===== src/rtl/rmth_pkg.sv =====
// Package for the running median block: widths, sizes, state types and
// the request/status structs shared by the heap unit and the controller.
// No dependencies.
package rmth_pkg;

  localparam int VALUE_W    = 32;
  localparam int SUM_W      = 16;
  localparam int CNT_W      = 11;
  localparam int CAPACITY   = 1024;
  localparam int HEAP_DEPTH = CAPACITY / 2 + 1;
  localparam int ADDR_W     = $clog2(HEAP_DEPTH);
  localparam int DIV_W      = SUM_W + 1;
  localparam int DIVD_W     = VALUE_W;
  localparam int STEP_W     = $clog2(DIVD_W + 1);
  localparam logic [SUM_W-1:0] DEFAULT_MODULUS = SUM_W'(10000);

  typedef enum logic [2:0] {
    H_IDLE,
    H_PUSH_RD,
    H_PUSH_CMP,
    H_POP_LAST,
    H_POP_RDL,
    H_POP_RDR,
    H_POP_CMP
  } heap_state_t;

  typedef enum logic [3:0] {
    C_IDLE,
    C_INSERT,
    C_WAIT_INS,
    C_WAIT_POP,
    C_WAIT_PUSH,
    C_MEDIAN,
    C_MOD_MED,
    C_MOD_SUM,
    C_OUT
  } ctl_state_t;

  typedef struct packed {
    logic                      clear;
    logic                      push;
    logic                      pop;
    logic signed [VALUE_W-1:0] value;
  } heap_cmd_t;

  typedef struct packed {
    logic                      busy;
    logic [ADDR_W-1:0]         size;
    logic signed [VALUE_W-1:0] top;
  } heap_stat_t;

  // a sits above b in heap order
  function automatic logic above(input logic signed [VALUE_W-1:0] a,
                                 input logic signed [VALUE_W-1:0] b,
                                 input logic is_max);
    above = is_max ? (a > b) : (a < b);
  endfunction

endpackage


===== src/rtl/rmth_mod.sv =====
// Bit-serial restoring remainder unit, one dividend bit per cycle.
// Depends on rmth_pkg.
module rmth_mod (
  input  logic                        clk,
  input  logic                        rst,
  input  logic                        start,
  input  logic [rmth_pkg::DIVD_W-1:0] dividend,
  input  logic [rmth_pkg::DIV_W-1:0]  divisor,
  output logic                        busy,
  output logic [rmth_pkg::DIV_W-1:0]  rem
);
  import rmth_pkg::*;

  logic [DIVD_W-1:0] shreg;
  logic [DIV_W-1:0]  dvs;
  logic [STEP_W-1:0] steps;
  logic [DIV_W:0]    trial;

  assign trial = {rem, shreg[DIVD_W-1]};

  always_ff @(posedge clk) begin
    if (rst) begin
      busy <= 1'b0;
    end else if (start) begin
      busy <= 1'b1;
    end else if (busy && steps == STEP_W'(1)) begin
      busy <= 1'b0;
    end
  end

  always_ff @(posedge clk) begin
    if (start) begin
      shreg <= dividend;
      dvs   <= divisor;
      rem   <= '0;
      steps <= STEP_W'(DIVD_W);
    end else if (busy) begin
      shreg <= shreg << 1;
      steps <= steps - 1'b1;
      if (trial >= {1'b0, dvs}) begin
        rem <= DIV_W'(trial - {1'b0, dvs});
      end else begin
        rem <= trial[DIV_W-1:0];
      end
    end
  end

endmodule


===== config.mk =====
export PLATFORM = sky130hd
export DESIGN_NAME = rmth_mod
export DESIGN_NICKNAME = d
export VERILOG_FILES = /design/src/rtl/rmth_pkg.sv /design/src/rtl/rmth_mod.sv
export SDC_FILE = /design/constraint.sdc
export NUM_CORES = 1
export LEC_CHECK = 0
export ABC_AREA = 1
export BUFFER_PORTS_ARGS = -buffer_cell sky130_fd_sc_hd__buf_2
export CORE_MARGIN = 2
export CORE_UTILIZATION = 45
export CTS_BUF_LIST = sky130_fd_sc_hd__clkbuf_2 sky130_fd_sc_hd__clkbuf_4 sky130_fd_sc_hd__clkbuf_8
export DETAILED_ROUTE_END_ITERATION = 8
export GPL_TIMING_DRIVEN = 0
export PLACE_DENSITY_LB_ADDON = 0.05
export SYNTH_ARGS = -nofsm -noshare
export SYNTH_HDL_FRONTEND = slang
export SYNTH_SLANG_ARGS = --single-unit

===== constraint.sdc =====
create_clock -name clk -period 2.22 [get_ports clk]
set_input_delay 0.111 -clock clk [delete_from_list [all_inputs] [get_ports clk]]
set_output_delay 0.111 -clock clk [all_outputs]
set_load 0.02 [all_outputs]

; ---- Yosys cells after proc, flatten, opt, wreduce, memory -nomap -nowiden
; Index checks and enable logic that the tools add are counted.
[totals]
reg_bits = 73
out_inout_bits = 18
[op_classes]
add_sub_neg = 2
n_lt_le_gt_ge = 1
eq_ne = 1
n_mux = 5
reduce_logical = 3
[op_table]
columns = operator, n
row1 = $mux W32, 2
row2 = $ge A18 B17 Y1, 1
row3 = $mux W17, 1
row4 = $sub A17 B17 Y17, 1
row5 = $eq A6 B1 Y1 const B, 1
row6 = $sub A6 B1 Y6 const B, 1
row7 = $reduce_bool A2 Y1, 2
row8 = $mux W1, 2
row9 = $logic_and A1 B1 Y1, 1

; ---- Longest topological paths before layout
; Gate-level depths: netlist (run 1).
[depth]
ltp_word = 4
depth_mapped = 14

; ---- Worst setup path after synthesis (run 1)
; No wires, ideal clock.
[synth_timing]
path_kind = flip-flop to flip-flop
startpoint = register shreg[31]
endpoint = register rem[0] (netlist bit)
arrival_time_ps = 1758
required_time_ps = 2071
slack_ps = 313
stages_incl_launch_ff = 12
n_path_buf = 1
synth_period_minus_slack_ps = 1907
path_cell_list = edfxtp_1 -> inv_1 -> ha_1 -> inv_1 -> fa_1 -> nand3_1 -> nand3_2 -> nand2_4 -> buf_2 -> nand3_1 -> nand3_2 -> o21ai_2
[synth_between]
elab_chain_len = 2
word_cells_on_any_way = 3
[synth_rtl]
columns = element, line_no
row1 = "start, declared", rmth_mod.sv:14  ; logic [DIVD_W-1:0] shreg;
row2 = "start signal, assigned", rmth_mod.sv:33  ; shreg <= dividend;
row3 = "start signal, assigned", rmth_mod.sv:38  ; shreg <= shreg << 1;
row4 = $sub A17 B17 Y17 or $ge A18 B17 Y1 (tied branches), "rmth_mod.sv:41, rmth_mod.sv:40"
row5 = $mux W17 *, rmth_mod.sv:40  ; if (trial >= {1'b0, dvs}) begin
row6 = "end signal, assigned", rmth_mod.sv:41  ; rem <= DIV_W'(trial - {1'b0, dvs});
row7 = "end signal, assigned", rmth_mod.sv:43  ; rem <= trial[DIV_W-1:0];
row8 = "end, declared", rmth_mod.sv:10  ; output logic [rmth_pkg::DIV_W-1:0] rem
; Every way passes the cells marked *; elsewhere a longest branch is shown, timed or not.
; A chain may end at the register's enable or synchronous reset.

; ---- Final worst setup path (run 1)
; Ends and elaborated chain as after synthesis.

==> metrics, run 1 <==
CTS tree done; status complete, no violations; slew margin rel. 0.471; Worst-Skew Late Latency 0.37 ns; total count of hold-check failures in the final report 0; # diodes 0; Via Count 3600; syn_area_per_cell 7.72 µm²; Leakage Power 2.69 nW; die span in y 101 µm; Crit Path Max Fanout 10; Synth top area share 0.349; Post-Syn Area 0.00422 mm²; Yosys warnings 0; clk slew on worst S/H paths 0.09 ns; DIE WIDTH 101 µm; Initial Util 0.461; sequential-to-total area share from yosys stat 0.463; CP endpoint kind flip-flop; root buffer cell clkbuf_8; vias in the first global route 3571; Syn Inst Count 546; min cycle time layout 2.08 ns; largest area contributor in the netlist edfxtp_1; post-synth cell types 33; critical path type reg2reg; hpwl dp 7.07 mm; clk sinks 73; Port Buffers 69; final setup vio count 0; Final Wtd Congestion 0.967; final worst-path cycle share 0.937; final non-filler cell area 0.00511 mm²; Post-Route Utilization 0.559; fmax 481 MHz; Routed Antenna Nets 0; Clock Tree Buf Depth 2; Wirelength per Cell 12.6 µm; WP data required 2.45 ns; Total GRT Usage 0.204; Hold WS 0.0145 ns; VDD IR-drop max 388 µV; final net count 720; reg2reg setup slack 0.14 ns; H-tree depth 3; vias per cell 4.71; drt pass-1 iters 4; CP Launch Type flip-flop; hold crit path type in2reg; Die ar. 0.0102 mm²; first-pass GRT wire length 16.1 mm; max_cap viols 0; placed cell area 0.00473 mm²; Worst EP arrival 2.31 ns; net count after synthesis 618; top cells by area, synth edfxtp_1, nand2_1, dfxtp_1, inv_1, ha_1; largest net degree at the start of global routing 21; Synth-to-Final Area Change 21.2%; #FFs+latches synth 73; fraction of final layout cells sized beyond drive strength 1 0.185; wirelength, routed 9.66 mm; # DRC 0; Pwr Density 584 mW/mm²; Worst Tran Pin Value 0.793 ns; gr ovfl total 0; RSZ-0062 raised after global routing false; Clock Skew 0.0196 ns; IO Count 70; drt first-iter violations 104; CTS buffer count 9; antenna violations before repair 0; pins over their slew limit 0; Cell Rows 35; core box area 0.00915 mm²
final timing paths:
path | start | to | depth (start not counted)
max | shreg[31]$_DFFE_PP_ | rem[0]$_SDFFE_PP0P_ | 11
min | dividend[0] | shreg[0]$_SDFFCE_PN0P_ | 3
max reg2reg | shreg[31]$_DFFE_PP_ | rem[0]$_SDFFE_PP0P_ | 11
min reg2reg | rem[16]$_SDFFE_PP0P_ | rem[16]$_SDFFE_PP0P_ | 2
registers in the layout, indices dropped and copies added, names as in the netlist:
register,cells
steps,6
shreg,32
busy,1
dvs,17
rem,17
placed cells by master (no fill, tap or decap), drive strengths merged, types with 4 or more instances in the layout:
cell type / instances
a21oi: 14
buf: 79
clkbuf: 17
clkinvlp: 4
dfxtp: 24
dlygate4sd3: 18
edfxtp: 49
ha: 19
inv: 88
nand2: 231
nand3: 47
nand3b: 6
nor2: 24
nor3: 5
o21ai: 11
xnor2: 6
metrics by stage:
step / setup TNS [ns] / std cells / power (mW) / setup slack (ns)
2_1_floorplan: 0 / 546 / 1.89 / 0.313
3_3_place_gp: -1.46 / 726 / 2.01 / -0.0461
3_5_place_dp: -0.0268 / 727 / 2.03 / -0.0268
4_1_cts: 0 / 761 / 3.03 / 0.0562
5_1_grt: 0 / 764 / 3.15 / 0.0269
6_report: 0 / 764 / 2.99 / 0.139
worst max-delay path, cell delays in order (launching register included):
cell      delay [ns]
edfxtp_1        0.39
inv_1           0.09
ha_1            0.14
inv_1           0.07
fa_2            0.39
nand3_1         0.14
nand3_2         0.12
nand2_4         0.15
buf_4           0.22
nand3_1         0.11
nand3_2         0.09
o21ai_2         0.05
per-layer routing:
metal / track usage / vias to the layer above / wire [µm]
li1: - / 1922 / -
met1: 0.252 / 1602 / 4460
met2: 0.347 / 61 / 4600
met3: 0.0492 / 15 / 377
met4: 0.0738 / 0 / 225
met5: 0 / - / 0
final cells by class:
class                           instances  area (µm²)
Fill cell                             921        4040
Timing Repair Buffer                   91         576
Multi-Input combinational cell        373        1870
Clock buffer                           10         131
Sequential cell                        73        1950
Clock inverter                          6        43.8
Buffer                                 13        77.6
Inverter                               87         327
Tap cell                              111         139
cell usage after synthesis:
master,count
and2_1,1
nor2_2,3
nand3_1,38
nor3_1,4
ha_1,19
nor2_4,1
buf_2,2
o21ai_2,1
dfxtp_1,24
inv_1,83
nand3b_1,6
nand2_1,224
edfxtp_1,49
buf_12,1
clkbuf_1,7
nand2_4,2
nor3_4,1
o21ai_0,10
inv_2,4
buf_1,1
fa_1,1
xor2_1,2
a21oi_1,14
or2_1,1
nor2_1,20
nand4_1,2
o31ai_1,1
nand2_2,5
xnor2_1,6
nor4_1,1
a21o_1,1
nand3_2,9
buf_4,2
where the power goes:
group / switching, mW / leakage (nW) / internal (mW)
sequential: 0.0386 / 0.690 / 1.57
combinational: 0.247 / 1.92 / 0.170
clock: 0.544 / 0.0783 / 0.420
total: 0.830 / 2.69 / 2.16
timing repair:
item | 4_1_cts | 5_1_grt
hold buffers | 18 | 0
hold endpoints to repair | 18 | 0
resized for setup | 1 | 1
pin swaps | 0 | 1
setup buffers | 0 | 3
setup endpoints to repair | 1 | 11
cell families (layout without fill, tap and decap cells):
family / Yosys count / count (layout) / synth area share
buffers and inverters: 100 / 207 / 0.0952
adder cells (fa/ha/maj): 20 / 20 / 0.0611
AO/OA/AOI/OAI: 27 / 27 / 0.0341
flip-flops: 73 / 73 / 0.463
AND/OR/NAND/NOR: 318 / 318 / 0.330
XOR/XNOR: 8 / 8 / 0.0166
No activity file was read; power rests on OpenSTA's default activity.
==> inputs of run 2 (changes only) <==
Settings changed: REMOVE_ABC_BUFFERS from default to 1.
==> metrics, run 2 (synthesized netlist as in run 1, its figures left out) <==
total count of hold-check failures in the final report 0; total power draw 3.07 mW; VDD IR-drop max 396 µV; IO Count 70; Worst EP arrival 2.22 ns; Worst Tran Pin Value 0.954 ns; RSZ-0062 raised after global routing false; WP data required 2.42 ns; vias in the first global route 3597; wirelength, routed 8.87 mm; CTS buffer count 9; biggest registers after layout shreg: 32 flops, dvs: 17 flops, rem: 17 flops; Initial Util 0.461; slew margin rel. 0.363; Crit Path Max Fanout 8; final setup vio count 0; pre-CTS WS -0.543 ns; drt pass-1 iters 4; Port Buffers 69; slowest stage delay, CP 0.38 ns; gr ovfl total 0; CP Launch Type flip-flop; Clock Skew 0.0120 ns; fmax 496 MHz; slowest stage cell, crit path fa_2; Crit path buffers/inverters 3; Final WS setup 0.204 ns; Pwr Density 602 mW/mm²; pins over their slew limit 0; # diodes 0; Routed Antenna Nets 0; WP depth 11; final net count 709; max_cap viols 0; Worst-Skew Late Latency 0.34 ns; root buffer cell clkbuf_8; cells on worst reg2reg path 11; Post-Route Utilization 0.557; Clock Tree Buf Depth 2; clk slew on worst S/H paths 0.09 ns; core box area 0.00915 mm²; Top reg by flops shreg; clk sinks 73; Largest register FFs 32; DIE WIDTH 101 µm; Most Crowded Layer GR met2; final worst-path cycle share 0.908; Leakage Power 2.67 nW; Cell Rows 35; crit path cell chain inv_1 > ha_1 > inv_1 > fa_2 > nand3_1 > nand3_2 > nand2_8 > buf_4 > nand3_1 > nand3_1 > o21ai_0; hold crit path type in2reg; vias per cell 4.75; critical path type reg2reg; H-tree depth 3; die span in y 101 µm; fraction of final layout cells sized beyond drive strength 1 0.193; Total GRT Usage 0.192; antenna violations before repair 0; min cycle time layout 2.02 ns; drt first-iter violations 146; grt met1 use 0.238; hold depth 3; CTS tree done; # DRC 0; most common cell after layout, fill and taps aside nand2_1; Top delay family on crit path simple AND/OR/NAND/NOR gates; met2 GRT Util 0.329; hpwl dp 6.11 mm; TNS Setup 0 ns; first-pass GRT wire length 15.6 mm; Via Count 3575; most frequent CP cell nand3_1; Synth-to-Final Area Change 21.0%; Final Wtd Congestion 0.898; largest net degree at the start of global routing 57; CP endpoint kind flip-flop; Wirelength per Cell 11.8 µm; GRT met3 Usage 0.0347; most frequent cells in the layout nand2_1, inv_1, buf_2; status complete, no violations; Die ar. 0.0102 mm²
-- run 2: final timing paths --
kind                          from                endpoint  slack (ns)
max            shreg[31]$_DFFE_PP_     rem[3]$_SDFFE_PP0P_        0.20
max reg2reg    shreg[31]$_DFFE_PP_     rem[3]$_SDFFE_PP0P_        0.20
min                    dividend[0]  shreg[0]$_SDFFCE_PN0P_        0.02
min reg2reg  steps[5]$_SDFFE_PP1P_   steps[5]$_SDFFE_PP1P_        0.48
-- run 2: power by group --
group	total [mW]	switching (mW)	leakage, nW	internal, mW
Clock	1.07	0.508	0.103	0.561
Combinational	0.399	0.240	1.88	0.159
Sequential	1.60	0.0363	0.690	1.57
Total	3.07	0.785	2.67	2.29
-- run 2: repair_timing --
item | CTS | global route
buffers inserted | 2 | 4
hold buffers | 18 | 0
pin swaps | 1 | 1
endpoints found under the setup margin | 48 | 70
hold endpoints to repair | 18 | 0
gates resized for setup | 2 | 6
-- run 2: area by class of cell --
class	instances	area, µm²
Multi-Input combinational cell	373	1900
Fill cell	928	4050
Tap cell	111	139
Inverter	87	327
Sequential cell	73	1950
Timing Repair Buffer	93	586
Clock buffer	11	145
Clock inverter	5	56.3
-- run 2: worst min-delay path: cells and delay by family --
family                 cells  cell delay, ns
and+or+nand+nor            1            0.04
buffers and inverters      2            0.11
-- run 2: per-layer routing --
layer	vias up	routed length (µm)
met1	1603	4240
met2	64	4150
met4	0	152
met5	-	0
met3	16	320
li1	1892	-
-- run 2: through the flow --
| step | hold WS (ns) | cells | instance area, µm² |
|---|---|---|---|
| floorplan | 0.180 | 533 | 4140 |
| global placement | 0.287 | 713 | 4630 |
| detailed placement | 0.289 | 713 | 4630 |
| CTS | 0.00835 | 749 | 5030 |
| global route | 0.0280 | 753 | 5100 |
| finish | 0.0214 | 753 | 5100 |
==> inputs of run 3 (changes only) <==
Settings changed: ABC_AREA 1 to default.
==> metrics, run 3 <==
status complete, but fails checks; violated checks negative setup slack; Synth top area share 0.375; drt first-iter violations 159; Post-synth EDFFs 49; Final Wtd Congestion 0.854; placed cell area 0.00432 mm²; wirelength, routed 8.51 mm; Port Buffers 69; Clock Tree Buf Depth 2; pins over their slew limit 0; core box area 0.00859 mm²; #FFs+latches synth 73; TNS Setup -8.46 ns; hold crit path type in2reg; Cell Rows 34; Worst-Skew Late Latency 0.34 ns; dominant synthesized flop cell edfxtp_1; final setup vio count 33; Worst EP arrival 2.98 ns; Placed Cells 521; final worst-path cycle share 1.23; first-pass GRT wire length 14.0 mm; final net count 526; cells on worst reg2reg path 11; Syn Inst Count 361; gr ovfl total 0; hold depth 2; CTS tree done; CTS buffer count 9; critical path type reg2reg; Yosys warnings 0; Die ar. 0.00947 mm²; Post-Route Utilization 0.571; top cells by area, synth edfxtp_1, dfxtp_1, mux2_2, ha_1, nand2_1; Final WS setup -0.506 ns; # DRC 0; final non-filler cell total 567; DIE WIDTH 97.3 µm; slew margin rel. 0.413; fmax 367 MHz; die span in y 97.3 µm; Clock Skew 0.0129 ns; Largest register FFs 32; Crit Path Max Fanout 7; min cycle time layout 2.73 ns; largest area contributor in the netlist edfxtp_1; Leakage Power 2.01 nW; root buffer cell clkbuf_8; WP data required 2.47 ns; Post-Syn Area 0.00392 mm²; Pwr Density 733 mW/mm²; RSZ-0062 raised after global routing true; H-tree depth 3; final non-filler cell area 0.00491 mm²; post-synth cell types 51; biggest registers after layout shreg: 32 flops, dvs: 17 flops, rem: 17 flops; most common cell after layout, fill and taps aside buf_2; Routed Antenna Nets 0; CP Launch Type flip-flop; clk slew on worst S/H paths 0.08 ns; vias in the first global route 2976; hpwl dp 5.51 mm; Top reg by flops shreg; max_cap viols 0; CP endpoint kind flip-flop; fill count 803; Synth top cells by count edfxtp_1, nand2_1, nor2_1; total count of hold-check failures in the final report 0; Hold WS 0.0525 ns; vias per cell 5.34; drt pass-1 iters 4; Via Count 3030; VDD IR-drop max 426 µV; syn_area_per_cell 10.9 µm²; most frequent cells in the layout buf_2, edfxtp_1, nor2_1, nand2_1, mux2_2; Wirelength per Cell 15.0 µm; antenna violations before repair 0; asr flop ratio synth 0; fraction of final layout cells sized beyond drive strength 1 0.331; Total GRT Usage 0.180; # diodes 0; Worst Tran Pin Value 0.881 ns; sequential-to-total area share from yosys stat 0.498; clk sinks 73; most frequent cell after synthesis edfxtp_1; Synth-to-Final Area Change 25.3%; IO Count 70; Initial Util 0.456; largest net degree at the start of global routing 74
## run 3: changes by cell type in the layout (fill, tap and decap cells not counted), moves of 8 or more
cell | previous run | this run
a311oi_2 | 0 | 8
inv_1 | 82 | 22
mux2_2 | 0 | 31
nand2_1 | 222 | 35
nand3_1 | 38 | 7
nor2_1 | 18 | 35
## run 3: power breakdown
group	leakage (nW)	internal, mW	total, mW	switching [mW]
Sequential	0.686	1.59	1.67	0.0748
Combinational	1.21	0.354	0.773	0.419
Clock	0.108	0.657	1.16	0.502
Total	2.01	2.60	3.60	0.995
## run 3: final timing paths
check             slack, ns             startpoint                      to
setup reg to reg      -0.51    shreg[31]$_DFFE_PP_    rem[13]$_SDFFE_PP0P_
hold / removal         0.05            dividend[0]  shreg[0]$_SDFFCE_PN0P_
setup / recovery      -0.51    shreg[31]$_DFFE_PP_    rem[13]$_SDFFE_PP0P_
hold reg to reg        0.51  steps[1]$_SDFFE_PP0P_   steps[1]$_SDFFE_PP0P_
## run 3: per-layer routing
metal / part of all wire / track usage
met1: 0.47 / 0.243
met2: 0.47 / 0.286
met3: 0.052 / 0.0547
met4: 0.0089 / 0.0449
met5: 0 / 0
## run 3: layout make-up
type	count	area, µm²	area share
clock buffers	11	139	0.0283
multi-input cells	247	1880	0.382
inverters	24	93.8	0.0191
repair buffers	98	627	0.128
repair inverters	1	7.51	0.00153
clock inverters	5	80.1	0.0163
flip-flops and latches	73	1950	0.398
well taps	108	135	0.0275
## run 3: logic make-up after synthesis
kind of cell | synth area share
mux | 0.0891
xor+xnor | 0.0291
buf+inv | 0.0437
simple gates | 0.134
compound gates | 0.140
flops | 0.498
fa+ha+maj | 0.0658
## run 3: critical path: stages, from the launching register on
cell	delay (ns)
edfxtp_1	0.39
inv_1	0.08
ha_2	0.18
inv_2	0.04
fa_2	0.33
a21o_1	0.18
a221o_1	0.35
a2111o_1	0.44
a21oi_4	0.19
buf_6	0.16
nand2_1	0.07
a311oi_2	0.23
## run 3: through the flow
stage | worst slack, ns | total power, mW
after floorplan | -0.515 | 2.17
after global placement | -0.956 | 2.37
after detailed placement | -0.935 | 2.38
after CTS | -0.573 | 3.60
after global routing | -0.633 | 3.78
final | -0.506 | 3.60
## run 3: timing repair
action                                 in CTS  in global routing
gates cloned                                0                  1
gates resized for setup                    10                 12
buffers inserted                            6                  5
pin swaps                                   9                  4
setup endpoints to repair                  49                 49
endpoints found under the hold margin      18                  0
hold buffers                               18                  0
